--- config.mk ---
export PLATFORM = sky130hd
export DESIGN_NAME = motor_dispense_sequencer_top
export DESIGN_NICKNAME = d
export VERILOG_FILES = /design/src/mds_pkg.sv /design/src/mds_core.sv /design/src/motor_dispense_sequencer_top.sv
export SDC_FILE = /design/constraint.sdc
export NUM_CORES = 1
export LEC_CHECK = 0
export BUFFER_PORTS_ARGS = -buffer_cell sky130_fd_sc_hd__buf_4
export CAP_MARGIN = 0
export CORE_MARGIN = 1
export CORE_UTILIZATION = 45
export CTS_CLUSTER_DIAMETER = 120
export DETAILED_ROUTE_END_ITERATION = 12
export GPL_ROUTABILITY_DRIVEN = 0
export PLACE_DENSITY = 0.63
export SYNTH_ARGS = -nofsm -noshare
export SYNTH_HDL_FRONTEND = slang
export SYNTH_SLANG_ARGS = --single-unit
--- constraint.sdc ---
create_clock -name clk -period 8.7 [get_ports clk]
set_clock_uncertainty 0.1 [all_clocks]
set_input_delay 0.435 -clock clk [delete_from_list [all_inputs] [get_ports clk]]
set_output_delay 0.435 -clock clk [all_outputs]
set_load 0.05 [all_outputs]
--- src/mds_pkg.sv ---
// mds_pkg: shared types, codes and reset values for the motor dispense sequencer
// used by mds_core, motor_dispense_sequencer_top and mds_checker
// no dependencies
`timescale 1ns / 1ps
`default_nettype none

package mds_pkg;

    // command codes carried by an input beat
    localparam logic [1:0] CMD_START_FWD = 2'd0;
    localparam logic [1:0] CMD_START_REV = 2'd1;
    localparam logic [1:0] CMD_TICK      = 2'd2;
    localparam logic [1:0] CMD_ACK       = 2'd3;

    // status codes
    localparam logic [3:0] ST_IDLE     = 4'd0;
    localparam logic [3:0] ST_FWD      = 4'd1;
    localparam logic [3:0] ST_REV      = 4'd2;
    localparam logic [3:0] ST_FWD_DONE = 4'd3;
    localparam logic [3:0] ST_REV_DONE = 4'd4;
    localparam logic [3:0] ST_STALL    = 4'd5;
    localparam logic [3:0] ST_BEAM     = 4'd6;
    localparam logic [3:0] ST_TIMEOUT  = 4'd7;
    localparam logic [3:0] ST_EMPTY    = 4'd8;
    localparam logic [3:0] ST_FULL     = 4'd9;

    // direction and drive codes
    localparam logic [1:0] DIR_NONE = 2'd0;
    localparam logic [1:0] DIR_FWD  = 2'd1;
    localparam logic [1:0] DIR_REV  = 2'd2;

    // configuration register indexes
    localparam logic [1:0] REG_STOCK_MAX     = 2'd0;
    localparam logic [1:0] REG_STALL_GRACE   = 2'd1;
    localparam logic [1:0] REG_ARRIVE_GRACE  = 2'd2;
    localparam logic [1:0] REG_TIMEOUT_TICKS = 2'd3;

    // configuration reset values
    localparam logic [7:0]  STOCK_MAX_RST     = 8'd16;
    localparam logic [9:0]  STALL_GRACE_RST   = 10'd10;
    localparam logic [9:0]  ARRIVE_GRACE_RST  = 10'd100;
    localparam logic [15:0] TIMEOUT_TICKS_RST = 16'd300;

    localparam int CFG_DATA_W = 16;

    typedef struct packed {
        logic [7:0]  stock_max;
        logic [9:0]  stall_grace;
        logic [9:0]  arrive_grace;
        logic [15:0] timeout_ticks;
    } cfg_t;

    typedef struct packed {
        logic [1:0] command;
        logic [7:0] stock_count;
        logic       beam_blocked;
        logic       stall_sense;
        logic       end_switch;
    } item_t;

    typedef struct packed {
        logic [3:0]  run_status;
        logic [15:0] tick_count;
        logic [1:0]  last_direction;
        logic [1:0]  drive_state;
        logic        lamp_state;
        logic        active_flag;
    } seq_state_t;

    typedef struct packed {
        logic [3:0] status;
        logic [1:0] direction;
        logic [1:0] motor_drive;
        logic       status_lamp;
        logic       running;
        logic       finished;
    } result_t;

endpackage

`default_nettype wire

--- src/mds_core.sv ---
// mds_core: next-state and result logic for one command beat
// depends on mds_pkg
`timescale 1ns / 1ps
`default_nettype none

module mds_core (
    input  mds_pkg::cfg_t       cfg,
    input  mds_pkg::item_t      item,
    input  mds_pkg::seq_state_t cur,
    output mds_pkg::seq_state_t nxt,
    output mds_pkg::result_t    res
);
    import mds_pkg::*;

    logic        start_fwd;
    logic [1:0]  start_dir;
    logic        stock_refused;
    logic        hit_stall;
    logic        early_hit;
    logic [15:0] tick_after_early;
    logic        hit_end;
    logic [15:0] tick_after_end;
    logic        hit_timeout;
    logic        tick_hit;
    logic [3:0]  tick_status;
    logic        fin;

    // start decode
    assign start_fwd     = (item.command == CMD_START_FWD);
    assign start_dir     = start_fwd ? DIR_FWD : DIR_REV;
    assign stock_refused = start_fwd ? (item.stock_count == 8'd0)
                                     : (item.stock_count >= cfg.stock_max);

    // tick checks in order; each hit clears the counter seen by later checks
    assign hit_stall        = (cur.tick_count > {6'd0, cfg.stall_grace}) && item.stall_sense;
    assign early_hit        = hit_stall || item.beam_blocked;
    assign tick_after_early = early_hit ? 16'd0 : cur.tick_count;
    assign hit_end          = (tick_after_early > {6'd0, cfg.arrive_grace}) && item.end_switch;
    assign tick_after_end   = hit_end ? 16'd0 : tick_after_early;
    assign hit_timeout      = (tick_after_end >= cfg.timeout_ticks);
    assign tick_hit         = early_hit || hit_end || hit_timeout;

    // status after a tick; the last hit wins
    always_comb
    begin
        tick_status = cur.run_status;
        if (hit_stall)
        begin
            tick_status = ST_STALL;
        end
        if (item.beam_blocked)
        begin
            tick_status = ST_BEAM;
        end
        if (hit_end)
        begin
            if (tick_status == ST_FWD)
            begin
                tick_status = ST_FWD_DONE;
            end
            else if (tick_status == ST_REV)
            begin
                tick_status = ST_REV_DONE;
            end
        end
        if (hit_timeout)
        begin
            tick_status = ST_TIMEOUT;
        end
    end

    // command dispatch
    always_comb
    begin
        nxt = cur;
        fin = 1'b0;
        case (item.command)
            CMD_START_FWD, CMD_START_REV:
            begin
                nxt.active_flag    = 1'b0;
                nxt.tick_count     = 16'd0;
                nxt.last_direction = start_dir;
                if (stock_refused)
                begin
                    nxt.run_status = start_fwd ? ST_EMPTY : ST_FULL;
                    fin            = 1'b1;
                end
                else if (item.beam_blocked)
                begin
                    nxt.run_status = ST_BEAM;
                    fin            = 1'b1;
                end
                else
                begin
                    nxt.run_status  = {2'b00, start_dir};
                    nxt.lamp_state  = 1'b1;
                    nxt.drive_state = start_dir;
                    nxt.active_flag = 1'b1;
                end
            end
            CMD_TICK:
            begin
                if (cur.active_flag)
                begin
                    nxt.run_status = tick_status;
                    if (tick_hit)
                    begin
                        nxt.lamp_state  = 1'b0;
                        nxt.active_flag = 1'b0;
                        nxt.drive_state = DIR_NONE;
                    end
                    // counter advances unless the timeout fired
                    nxt.tick_count = hit_timeout ? 16'd0 : (tick_after_end + 16'd1);
                    fin            = tick_hit;
                end
            end
            CMD_ACK:
            begin
                if (cur.run_status >= ST_FWD_DONE)
                begin
                    nxt.run_status = ST_IDLE;
                end
            end
            default:
            begin
                nxt = cur;
            end
        endcase
    end

    // result fields come from the updated state; finished comes from the dispatch
    assign res.status      = nxt.run_status;
    assign res.direction   = nxt.last_direction;
    assign res.motor_drive = nxt.drive_state;
    assign res.status_lamp = nxt.lamp_state;
    assign res.running     = nxt.active_flag;
    assign res.finished    = fin;

endmodule

`default_nettype wire

--- src/motor_dispense_sequencer_top.sv ---
// Motor dispense sequencer, top level.
// A command beat is held in the input register, then passes through the decision logic into
// the result register; either register holds its beat while the stage after it stalls.
// Throughput: one command beat per cycle while out_stall holds no beat; state and result load together.
// Reset: rst_n async low; status idle, motor stopped, counter zero, config defaults.
// Depends on mds_pkg and mds_core.
`timescale 1ns / 1ps
`default_nettype none

module motor_dispense_sequencer_top (
    input  wire logic                             clk,
    input  wire logic                             rst_n,
    // configuration write port
    input  wire logic                             cfg_write_en,
    input  wire logic [1:0]                       cfg_index,
    input  wire logic [mds_pkg::CFG_DATA_W-1:0]   cfg_data,
    // command channel
    input  wire logic                             in_valid,
    output logic                                  in_stall,
    input  wire logic [1:0]                       command,
    input  wire logic [7:0]                       stock_count,
    input  wire logic                             beam_blocked,
    input  wire logic                             stall_sense,
    input  wire logic                             end_switch,
    // result channel
    output logic                                  out_valid,
    input  wire logic                             out_stall,
    output logic [3:0]                            status,
    output logic [1:0]                            direction,
    output logic [1:0]                            motor_drive,
    output logic                                  status_lamp,
    output logic                                  running,
    output logic                                  finished
);
    import mds_pkg::*;

    cfg_t       cfg_reg;
    cfg_t       cfg_next;
    logic       s1_valid_reg;
    logic       s1_valid_next;
    item_t      s1_item_reg;
    item_t      s1_item_next;
    logic       out_valid_reg;
    logic       out_valid_next;
    result_t    result_reg;
    result_t    result_next;
    seq_state_t state_reg;
    seq_state_t state_next;
    seq_state_t core_state;
    result_t    core_res;
    logic       in_take;
    logic       s2_load;

    // handshake
    assign s2_load  = s1_valid_reg && (!out_valid_reg || !out_stall);
    assign in_stall = s1_valid_reg && !s2_load;
    assign in_take  = in_valid && !in_stall;

    // configuration registers
    always_comb
    begin
        cfg_next = cfg_reg;
        if (cfg_write_en)
        begin
            case (cfg_index)
                REG_STOCK_MAX:     cfg_next.stock_max     = cfg_data[7:0];
                REG_STALL_GRACE:   cfg_next.stall_grace   = cfg_data[9:0];
                REG_ARRIVE_GRACE:  cfg_next.arrive_grace  = cfg_data[9:0];
                REG_TIMEOUT_TICKS: cfg_next.timeout_ticks = cfg_data[15:0];
                default:           cfg_next = cfg_reg;
            endcase
        end
    end

    // input register
    always_comb
    begin
        s1_valid_next = in_take || (s1_valid_reg && !s2_load);
        s1_item_next  = s1_item_reg;
        if (in_take)
        begin
            s1_item_next.command      = command;
            s1_item_next.stock_count  = stock_count;
            s1_item_next.beam_blocked = beam_blocked;
            s1_item_next.stall_sense  = stall_sense;
            s1_item_next.end_switch   = end_switch;
        end
    end

    // sequencer decision
    mds_core u_core (
        .cfg  (cfg_reg),
        .item (s1_item_reg),
        .cur  (state_reg),
        .nxt  (core_state),
        .res  (core_res)
    );

    // state and result register
    always_comb
    begin
        state_next     = s2_load ? core_state : state_reg;
        result_next    = s2_load ? core_res : result_reg;
        out_valid_next = s2_load || (out_valid_reg && out_stall);
    end

    // control and config registers
    always_ff @(posedge clk or negedge rst_n)
    begin
        if (!rst_n)
        begin
            cfg_reg.stock_max     <= STOCK_MAX_RST;
            cfg_reg.stall_grace   <= STALL_GRACE_RST;
            cfg_reg.arrive_grace  <= ARRIVE_GRACE_RST;
            cfg_reg.timeout_ticks <= TIMEOUT_TICKS_RST;
            s1_valid_reg          <= 1'b0;
            out_valid_reg         <= 1'b0;
            state_reg.run_status     <= ST_IDLE;
            state_reg.tick_count     <= 16'd0;
            state_reg.last_direction <= DIR_NONE;
            state_reg.drive_state    <= DIR_NONE;
            state_reg.lamp_state     <= 1'b0;
            state_reg.active_flag    <= 1'b0;
        end
        else
        begin
            cfg_reg       <= cfg_next;
            s1_valid_reg  <= s1_valid_next;
            out_valid_reg <= out_valid_next;
            state_reg     <= state_next;
        end
    end

    // payload registers
    always_ff @(posedge clk)
    begin
        s1_item_reg <= s1_item_next;
        result_reg  <= result_next;
    end

    // outputs
    assign out_valid   = out_valid_reg;
    assign status      = result_reg.status;
    assign direction   = result_reg.direction;
    assign motor_drive = result_reg.motor_drive;
    assign status_lamp = result_reg.status_lamp;
    assign running     = result_reg.running;
    assign finished    = result_reg.finished;

endmodule

`default_nettype wire

==> results.ini, run 1 <==
[run_status]
outcome=finished, final reports clean

[logic_synthesis]
syn-num-nets=623
synth_compound_area_frac=0.130
synth_top_family_by_area=simple AND/OR/NAND/NOR gates
syn_area_per_cell_um2=10.2
synth_flop_cell=dfrtp_1
synth_xor_area_frac=0.00318
syn_area_um2=5520
synth_simple_gate_area_frac=0.165
ys_top_cells_by_area=dfrtp_1 (28%), edfxtp_1 (13%), ha_1 (10%), mux2_2 (8.2%), dfstp_2 (4.8%)
synth_fa_ha_area_frac=0.102
synthCells=542
ys_types=55
ys_seq_elements=96
seq_area_frac_synth=0.460
ys_warn_count=0
synthMuxAreaShare=0.0871
synth_top_area_frac=0.281
async_reset_ff_frac=0.750
synth_top_cell_by_area=dfrtp_1
synth_edf_count=24

[clock_network]
htree_levels=3
numCtsBuffers=9
cts.clk_slew.worst_paths_ps=60
cts_setup_buffers=0
cts_tree=yes
clock_latency_ps=360
cts_num_sinks=96
cts_hold_buf=0
ctsResizeCount=0
cts_buffer_depth=2
cts-root-buf=clkbuf_16

[global_route]
grt_max_degree=73
first_global_vias=4259
antenna_found_initial=0
track_usage=0.216
overflow=0
grt_pass1_wl_mm=21.1

[detailed_routing]
antenna_left=0
dr.first_iter.drc_count=158
drc=0
vias=4270
viasPerCell=5.76
wl_per_cell_um=17.0
drtPass1Iterations=5
drt-total-wl_mm=12.6

[hold_path]
hp-class=in2async

[timing]
relSlewSlack=0.294
final.setup.tns_ps=0
fin_ws_ps=1800
post-route-min-period_ps=6900
finalHoldViolCount=0
min_period_over_period=0.793
maxSlewViolCount=0
fmax_mhz=145
setup_viol=0
rsz0062_at_grt=false
tightest_slew_ps=1060

[die]
core-area_um2=12000
ios=49
dieHeight_um=113
initial_utilization=0.461
fp.dieArea_um2=12700
num_rows=40
die_x_um=113

[worst_setup_path]
crit_path_start=state_reg[18]$_DFFE_PN0P_
critical_path_class=reg2reg
cp_max_fo=18
r2r-start=state_reg[18]$_DFFE_PN0P_
critPathLaunchType=register
crit_required_ps=8890
worst_ep_arrival_time_ps=7090
endpoint_kind=register

[final_layout]
final_cell_mix=dfrtp_1 (62), inv_1 (60), buf_4 (53)
n_antenna_cell=0
largest_reg_flops=44
fin_nets=670
layout_commonest_cell=dfrtp_1
drive_above_1_share=0.209
area_growth_pct=14.7

[place]
place_ws_ps=1980
place.detailed.hpwl_mm=9.36
io_buffers=48

[pwr]
power.leakage_nw=2.91
power_density_nw_per_um2=198
ir_worst_vdd_mv=0.111

[job]
maxCapViolCount=0

[cell type report]
cell class	count	area, um^2
Clock inverter	4	55.1
Tap cell	147	184
Inverter	61	229
Sequential cell	96	2530
Clock buffer	12	236
Fill cell	1068	5640
Multi-Input combinational cell	368	2690
Timing Repair Buffer	53	398
[stage by stage]
step                instances   util  power [mW]  hold WS (ps)  cell area (um^2)
finish                    741  0.529        1.25           116              6320
global route              741  0.529        1.32           140              6320
CTS                       741  0.529        1.26           139              6320
detailed placement        725  0.504       0.861           385              6030
global placement          725  0.504       0.851           369              6030
floorplan                 542      -       0.769          39.4              5520
[where the power goes]
part / switching (mW) / internal (mW)
Clock: 0.173 / 0.224
Combinational: 0.158 / 0.113
Sequential: 0.0436 / 0.540
[metal layers]
layer	up-vias	part of all wire	GRT usage	routed length, um
met3	30	0.057	0.0487	714
li1	2045	-	-	-
met4	0	0.034	0.117	431
met1	2053	0.44	0.275	5580
met2	142	0.47	0.344	5890
met5	-	0	0	0
[worst max-delay path: stages (launching register included)]
cell	delay [ps]
dfrtp_1	450
nor4_2	380
nand2_1	150
a2111o_1	400
o221a_2	430
nor2_1	420
and2_1	210
ha_1	250
a211o_1	300
o211ai_1	90
nor3b_1	380
o21ai_0	360
nor4b_2	500
ha_1	330
a211o_1	290
a31oi_1	160
o221ai_1	180
a21o_1	280
or3_1	530
or4_1	530
nand3_1	90
[logic make-up after synthesis]
family | Yosys count
buffers and inverters | 78
xor gates and xnor gates | 2
muxes | 43
adders and majority gates | 45
and+or+nand+nor | 172
AOI/OAI and AO/OA | 106
DFF | 96
[cell usage after synthesis (8+ instances only)]
| cell type | instances |
|---|---|
| a21oi_1 | 18 |
| and2_1 | 20 |
| clkbuf_1 | 16 |
| dfrtp_1 | 62 |
| dfstp_2 | 10 |
| edfxtp_1 | 24 |
| ha_1 | 45 |
| inv_1 | 60 |
| mux2_2 | 40 |
| nand2_1 | 47 |
| nand2b_1 | 8 |
| nand3_1 | 14 |
| nand4_1 | 10 |
| nor2_1 | 28 |
| nor3_1 | 8 |
| o211ai_1 | 10 |
| o21ai_0 | 30 |
[path summary, 6_finish.rpt]
| path | cells past startpoint | end | slack (ps) |
|---|---|---|---|
| min reg2reg | 1 | out_valid$_DFF_PN0_ | 390 |
| max reg2reg | 20 | state_reg[20]$_DFFE_PN0P_ | 1800 |
| max | 20 | state_reg[20]$_DFFE_PN0P_ | 1800 |
| min in group clk | 1 | s1_item_reg[5]$_DFFE_PP_ | 150 |
| min | 1 | cfg_reg[24]$_DFFE_PN0P_ | 120 |
| max in group asynchronous | 1 | state_reg[1]$_DFFE_PN0P_ | 7800 |
Note: power is estimated with default switching activity, not from simulation.
==> run 2: changes to the inputs <==
--- a/config.mk
+++ b/config.mk
@@ -5,6 +5,7 @@
 export SDC_FILE = /design/constraint.sdc
 export NUM_CORES = 1
 export LEC_CHECK = 0
+export ABC_AREA = 1
 export BUFFER_PORTS_ARGS = -buffer_cell sky130_fd_sc_hd__buf_4
 export CAP_MARGIN = 0
 export CORE_MARGIN = 1
@@ -12,7 +13,7 @@
 export CTS_CLUSTER_DIAMETER = 120
 export DETAILED_ROUTE_END_ITERATION = 12
 export GPL_ROUTABILITY_DRIVEN = 0
-export PLACE_DENSITY = 0.63
+export PLACE_DENSITY = 0.65
 export SYNTH_ARGS = -nofsm -noshare
 export SYNTH_HDL_FRONTEND = slang
 export SYNTH_SLANG_ARGS = --single-unit
==> constraint.sdc (replaced) <==
create_clock -name clk -period 6.14 [get_ports clk]
set_clock_uncertainty 0.1 [all_clocks]
set_input_delay 0.307 -clock clk [delete_from_list [all_inputs] [get_ports clk]]
set_output_delay 0.307 -clock clk [all_outputs]
set_load 0.05 [all_outputs]
==> results.ini, run 2 <==
[pwr]
p_sw_frac=0.317  ; was 0.299
p_clk_frac=0.321  ; was 0.317
switching_power_mw=0.532  ; was 0.374 mW
pwr-share-seq=0.473  ; was 0.466
power_density_nw_per_um2=262  ; was 198 nW/um^2
power.internal_mw=1.14  ; was 0.877 mW
power.leakage_nw=3.11  ; was 2.91 nW
ir_worst_vdd_mv=0.119  ; was 0.111 mV
p_comb_frac=0.207  ; was 0.216

[final_layout]
final_cell_mix=nand2_1 (162), inv_1 (106), o21ai_0 (71)  ; was dfrtp_1 (62), inv_1 (60), buf_4 (53)
drive_above_1_share=0.146  ; was 0.209
fin_nets=816  ; was 670
fillerInstances=1131  ; was 1068
layout_commonest_cell=nand2_1  ; was dfrtp_1
largest_reg_flops=44  ; unchanged
area_growth_pct=14.0  ; was 14.7%
n_antenna_cell=0  ; unchanged

[global_route]
grt_max_degree=73  ; unchanged
busiest_layer=met2  ; unchanged
overflow=0  ; unchanged
track_usage=0.227  ; was 0.216
gr-usage-met2=0.362  ; was 0.344
grt.met3_usage=0.0329  ; was 0.0487
first_global_vias=4708  ; was 4259
grt_pass1_wl_mm=22.6  ; was 21.1 mm
met1_usage=0.299  ; was 0.275
antenna_found_initial=0  ; unchanged

[worst_setup_path]
reg2reg_depth=35  ; was 20
crit_top_cell=nand2_1
r2r-start=cfg_reg[29]$_DFFE_PN1P_  ; was state_reg[18]$_DFFE_PN0P_
ff2ff_setup_slack_ps=550  ; was 1800 ps
path_depth=35  ; was 20
crit_family=simple AND/OR/NAND/NOR gates  ; unchanged
cp_max_fo=24  ; was 18
crit_path_start=cfg_reg[29]$_DFFE_PN1P_  ; was state_reg[18]$_DFFE_PN0P_
crit_path_max_incr_delay_ps=530  ; about the same
worst_ep_arrival_time_ps=5600  ; was 7090 ps
crit_required_ps=6150  ; was 8890 ps
crit_buf_inv=4  ; was 0
rr_endpoint=status_lamp$_DFFE_PP_  ; was state_reg[20]$_DFFE_PN0P_
endpoint_kind=register  ; unchanged
critPathLaunchType=register  ; unchanged
slowest_stage=dfstp_2  ; was or3_1
critical_path_class=reg2reg  ; unchanged

[hold_path]
hp-class=in2async  ; unchanged

[clock_network]
cts_buffer_depth=2  ; unchanged
htree_levels=3  ; unchanged
cts_setup_buffers=0  ; unchanged
numCtsBuffers=9  ; unchanged
cts_tree=yes  ; unchanged
ctsResizeCount=0  ; unchanged
cts.clk_slew.worst_paths_ps=70  ; was 60 ps
clock_latency_ps=360  ; about the same
cts_hold_buf=0  ; unchanged
cts_num_sinks=96  ; unchanged
cts-root-buf=clkbuf_16  ; unchanged

[die]
fp.dieArea_um2=12900  ; was 12700 um^2
num_rows=40  ; unchanged
core-area_um2=12100  ; was 12000 um^2
initial_utilization=0.465  ; was 0.461
die_x_um=114  ; was 113 um
dieHeight_um=114  ; was 113 um
ios=49  ; unchanged

[timing]
final.setup.tns_ps=0  ; unchanged
finalHoldViolCount=28  ; was 0
rsz0062_at_grt=false  ; unchanged
post-route-min-period_ps=5590  ; was 6900 ps
tightest_slew_ps=1090  ; was 1060 ps
setup_viol=0  ; unchanged
maxSlewViolCount=0  ; unchanged
hold_slack_ps=-21.2  ; was 116 ps
fmax_mhz=179  ; was 145 MHz
min_period_over_period=0.911  ; was 0.793
relSlewSlack=0.272  ; was 0.294

[logic_synthesis]
ys_warn_count=0  ; unchanged
ys_types=42  ; was 55
syn-num-nets=768  ; was 623
ys_seq_elements=96  ; unchanged
syn_area_um2=5600  ; was 5520 um^2
syn_area_per_cell_um2=8.16  ; was 10.2 um^2
synth_flop_cell=dfrtp_1  ; unchanged
synth_edf_count=24  ; unchanged
synth_top_area_frac=0.277  ; was 0.281
synth_commonest_cells=nand2_1 (162), inv_1 (106), o21ai_0 (71), dfrtp_1 (62), nor2_1 (62)  ; was dfrtp_1 (62), inv_1 (60), nand2_1 (47), ha_1 (45), mux2_2 (40)
async_reset_ff_frac=0.750  ; unchanged
seq_area_frac_synth=0.452  ; was 0.460
synth_top_cell_by_area=dfrtp_1  ; unchanged
synth.most_common_cell=nand2_1  ; was dfrtp_1
ys_top_cells_by_area=dfrtp_1 (28%), edfxtp_1 (13%), nand2_1 (11%), ha_1 (10%), inv_1 (7.1%)  ; was dfrtp_1 (28%), edfxtp_1 (13%), ha_1 (10%), mux2_2 (8.2%), dfstp_2 (4.8%)
synthCells=687  ; was 542

[place]
place.detailed.hpwl_mm=9.93  ; was 9.36 mm
io_buffers=48  ; unchanged

[job]
maxCapViolCount=0  ; unchanged

[run_status]
outcome=finished with violations  ; was finished, final reports clean
violations=hold timing

[detailed_routing]
drt-total-wl_mm=13.2  ; was 12.6 mm
dr.first_iter.drc_count=308  ; was 158
antenna_left=0  ; unchanged
wl_per_cell_um=14.5  ; was 17.0 um
drtPass1Iterations=5  ; unchanged
drc=0  ; unchanged
vias=4725  ; was 4270
viasPerCell=5.20  ; was 5.76

## run 2: cell count changes in the layout (fill, tap and decap cells not counted), sizes merged, moves of 20 or more
cell and delta:
nand2 +118, nor2 +55, inv +51, o21ai +45
mux2 -40, nand3 +29, and2 -20
## run 2: how the worst max path moves through the flow
stage,to
3_3_place_gp,status_lamp$_DFFE_PP_
6_report,status_lamp$_DFFE_PP_
2_1_floorplan,state_reg[17]$_DFFE_PN0P_
5_1_grt,status_lamp$_DFFE_PP_
4_1_cts,status_lamp$_DFFE_PP_
3_5_place_dp,status_lamp$_DFFE_PP_
## run 2: power by group through the flow
stage / clock [mW] / sequential, mW / combinational, mW
2_1_floorplan: 0 / 0.831 / 0.206
6_report: 0.537 / 0.793 / 0.346
4_1_cts: 0.544 / 0.793 / 0.349
5_1_grt: 0.567 / 0.803 / 0.401
3_3_place_gp: 0 / 0.802 / 0.335
3_5_place_dp: 0 / 0.804 / 0.346
## run 2: worst reg2reg max path, delay by kind of cell (launching register included)
kind / cells / cell delay [ps]
adder cells (fa/ha/maj): 3 / 850
AO/OA/AOI/OAI: 4 / 580
buffers and inverters: 4 / 620
flip-flops: 1 / 530
AND/OR/NAND/NOR: 24 / 2680
## run 2: cell type report
cell class                 count  area, um^2  share of cell area
multi-input combinational    469        2590               0.405
sequential                    96        2530               0.397
inverter                     110         413              0.0647
timing repair buffer          49         368              0.0576
clock buffer                  10         229              0.0359
tap                          168         210              0.0329
clock inverter                 6        42.5             0.00666
## run 2: layer usage
layer	vias to the layer above	share of wire
met5	-	0
met4	0	0.033
met3	38	0.049
met2	164	0.47
met1	2200	0.45
li1	2323	-
## run 2: cells by family after synthesis
logic type | share of synthesized area
fa+ha+maj | 0.100
compound gates | 0.111
buf+inv | 0.0858
simple gates | 0.249
xor+xnor | 0.00156
flops | 0.452
## run 2: through the flow
step	total power, mW	cells	util	instance area (um^2)	setup slack [ps]
finish	1.68	908	0.529	6380	548
floorplan	1.04	687	-	5600	1340
global placement	1.14	892	0.507	6110	740
CTS	1.69	908	0.529	6380	631
detailed placement	1.15	892	0.507	6110	652
global route	1.77	908	0.529	6380	9.26
==> run 3: changes to the inputs <==
--- a/config.mk
+++ b/config.mk
@@ -8,6 +8,7 @@
 export ABC_AREA = 1
 export BUFFER_PORTS_ARGS = -buffer_cell sky130_fd_sc_hd__buf_4
 export CAP_MARGIN = 0
+export CORE_ASPECT_RATIO = 0.7
 export CORE_MARGIN = 1
 export CORE_UTILIZATION = 45
 export CTS_CLUSTER_DIAMETER = 120
==> results.ini, run 3 (synthesis gave the netlist of run 2 again) <==
[clock_network]
htree_levels=3  ; unchanged
clock_latency_ps=350  ; was 360 ps
cts-root-buf=clkbuf_16  ; unchanged
cts_tree=yes  ; unchanged
cts_setup_buffers=0  ; unchanged
numCtsBuffers=9  ; unchanged
cts_hold_buf=0  ; unchanged
ctsResizeCount=0  ; unchanged
cts_num_sinks=96  ; unchanged
cts_buffer_depth=2  ; unchanged
cts.clk_slew.worst_paths_ps=70  ; about the same

[final_layout]
area_growth_pct=13.9  ; was 14.0%
n_antenna_cell=0  ; unchanged
layout_commonest_cell=nand2_1  ; unchanged
design_area_um2=6380  ; about the same
post-route-util=0.535  ; was 0.529
largest_reg_flops=44  ; unchanged
fillerInstances=1094  ; was 1131
instances_no_fill=898  ; was 908
final_cell_mix=nand2_1 (162), inv_1 (106), o21ai_0 (71)  ; unchanged
fin_nets=817  ; was 816
drive_above_1_share=0.146  ; about the same

[place]
place.detailed.hpwl_mm=10.3  ; was 9.93 mm
placed_cells=882  ; was 892
post_dp_cell_area_um2=6110  ; about the same
io_buffers=48  ; unchanged

[global_route]
antenna_found_initial=0  ; unchanged
track_usage=0.225  ; was 0.227
grt_max_degree=73  ; unchanged
first_global_vias=4265  ; was 4708
overflow=0  ; unchanged
grt_pass1_wl_mm=21.8  ; was 22.6 mm

[pwr]
p_clk_frac=0.319  ; was 0.321
pwr-share-seq=0.474  ; was 0.473
switching_power_mw=0.521  ; was 0.532 mW
p_sw_frac=0.311  ; was 0.317
ir_worst_vdd_mv=0.145  ; was 0.119 mV
p_comb_frac=0.207  ; about the same
power.leakage_nw=3.12  ; was 3.11 nW
power_density_nw_per_um2=262  ; about the same
power.internal_mw=1.15  ; was 1.14 mW

[timing]
fmax_mhz=183  ; was 179 MHz
relSlewSlack=0.299  ; was 0.272
rsz0062_at_grt=false  ; unchanged
tightest_slew_ps=1050  ; was 1090 ps
finalHoldViolCount=2  ; was 28
min_period_over_period=0.891  ; was 0.911
post-route-min-period_ps=5470  ; was 5590 ps
hold_slack_ps=-4.45  ; was -21.2 ps
maxSlewViolCount=0  ; unchanged
setup_viol=0  ; unchanged
final.setup.tns_ps=0  ; unchanged

[run_status]
violations=hold timing  ; unchanged
outcome=finished with violations  ; unchanged

[die]
ios=49  ; unchanged
fp.dieArea_um2=12900  ; about the same
num_rows=33  ; was 40
dieHeight_um=95.4  ; was 114 um
initial_utilization=0.470  ; was 0.465
die_x_um=135  ; was 114 um
core-area_um2=11900  ; was 12100 um^2

[worst_setup_path]
ff2ff_setup_slack_ps=670  ; was 550 ps
crit_top_cell=nand2_1  ; unchanged
r2r-start=cfg_reg[29]$_DFFE_PN1P_  ; unchanged
rr_endpoint=state_reg[14]$_DFFE_PN0P_  ; was status_lamp$_DFFE_PP_
slowest_stage=dfstp_2  ; unchanged
critPathLaunchType=register  ; unchanged
cp_max_fo=17  ; was 24
endpoint_kind=register  ; unchanged
critical_path_class=reg2reg  ; unchanged
crit_path_max_incr_delay_ps=530  ; about the same
reg2reg_depth=37  ; was 35
crit_required_ps=6310  ; was 6150 ps
worst_ep_arrival_time_ps=5640  ; was 5600 ps

[detailed_routing]
drt-total-wl_mm=13.3  ; was 13.2 mm
vias=4622  ; was 4725
drc=0  ; unchanged
viasPerCell=5.15  ; was 5.20
wl_per_cell_um=14.9  ; was 14.5 um
antenna_left=0  ; unchanged
drtPass1Iterations=5  ; unchanged
dr.first_iter.drc_count=454  ; was 308

[hold_path]
hp-class=in2async  ; unchanged

[job]
maxCapViolCount=0  ; unchanged

## run 3: cell count changes in the layout (fill, tap and decap cells not counted), sizes merged
cell and delta:
buf +1, clkinv +2, clkinvlp -2, inv -1
clkbuf +1
## run 3: power by group through the flow
stage	combinational [mW]	sequential, mW	clock (mW)
global route	0.396	0.803	0.560
floorplan	0.206	0.831	0
detailed placement	0.346	0.804	0
global placement	0.336	0.803	0
CTS	0.348	0.792	0.538
finish	0.347	0.793	0.533
## run 3: how the worst max path moves through the flow
| stage | from | endpoint | slack, ps |
|---|---|---|---|
| after floorplan | cfg_reg[29]$_DFFE_PN1P_ | state_reg[17]$_DFFE_PN0P_ | 1340 |
| after global placement | cfg_reg[29]$_DFFE_PN1P_ | status_lamp$_DFFE_PP_ | 900 |
| after detailed placement | cfg_reg[29]$_DFFE_PN1P_ | status_lamp$_DFFE_PP_ | 740 |
| after CTS | cfg_reg[27]$_DFFE_PN1P_ | status_lamp$_DFFE_PP_ | 720 |
| after global routing | cfg_reg[27]$_DFFE_PN1P_ | status_lamp$_DFFE_PP_ | 90 |
| final | cfg_reg[29]$_DFFE_PN1P_ | state_reg[14]$_DFFE_PN0P_ | 670 |
## run 3: layout make-up
class / count / area (um^2) / area share
sequential: 96 / 2530 / 0.397
clock buffer: 11 / 243 / 0.0380
timing repair buffer: 50 / 375 / 0.0588
multi-input combinational: 469 / 2590 / 0.405
clock inverter: 5 / 31.3 / 0.00490
inverter: 110 / 413 / 0.0647
tap: 157 / 196 / 0.0308
## run 3: per-stage QoR
step	power [mW]	setup slack, ps
2_1_floorplan	1.04	1340
3_3_place_gp	1.14	899
3_5_place_dp	1.15	744
4_1_cts	1.68	720
5_1_grt	1.76	92.2
6_report	1.67	671
## run 3: per-layer routing
layer	global-route usage	wire, um
met2	0.306	5260
met3	0.0654	1190
met1	0.341	6740
met4	0.0646	161
met5	0	0
## run 3: worst max-delay path: cells and delay by family, from the launching register on
kind	cells	cell delay, ps
AND/OR/NAND/NOR	26	2870
adder cells (fa/ha/maj)	3	870
buffers and inverters	4	570
flip-flops	1	530
AO/OA/AOI/OAI	4	410
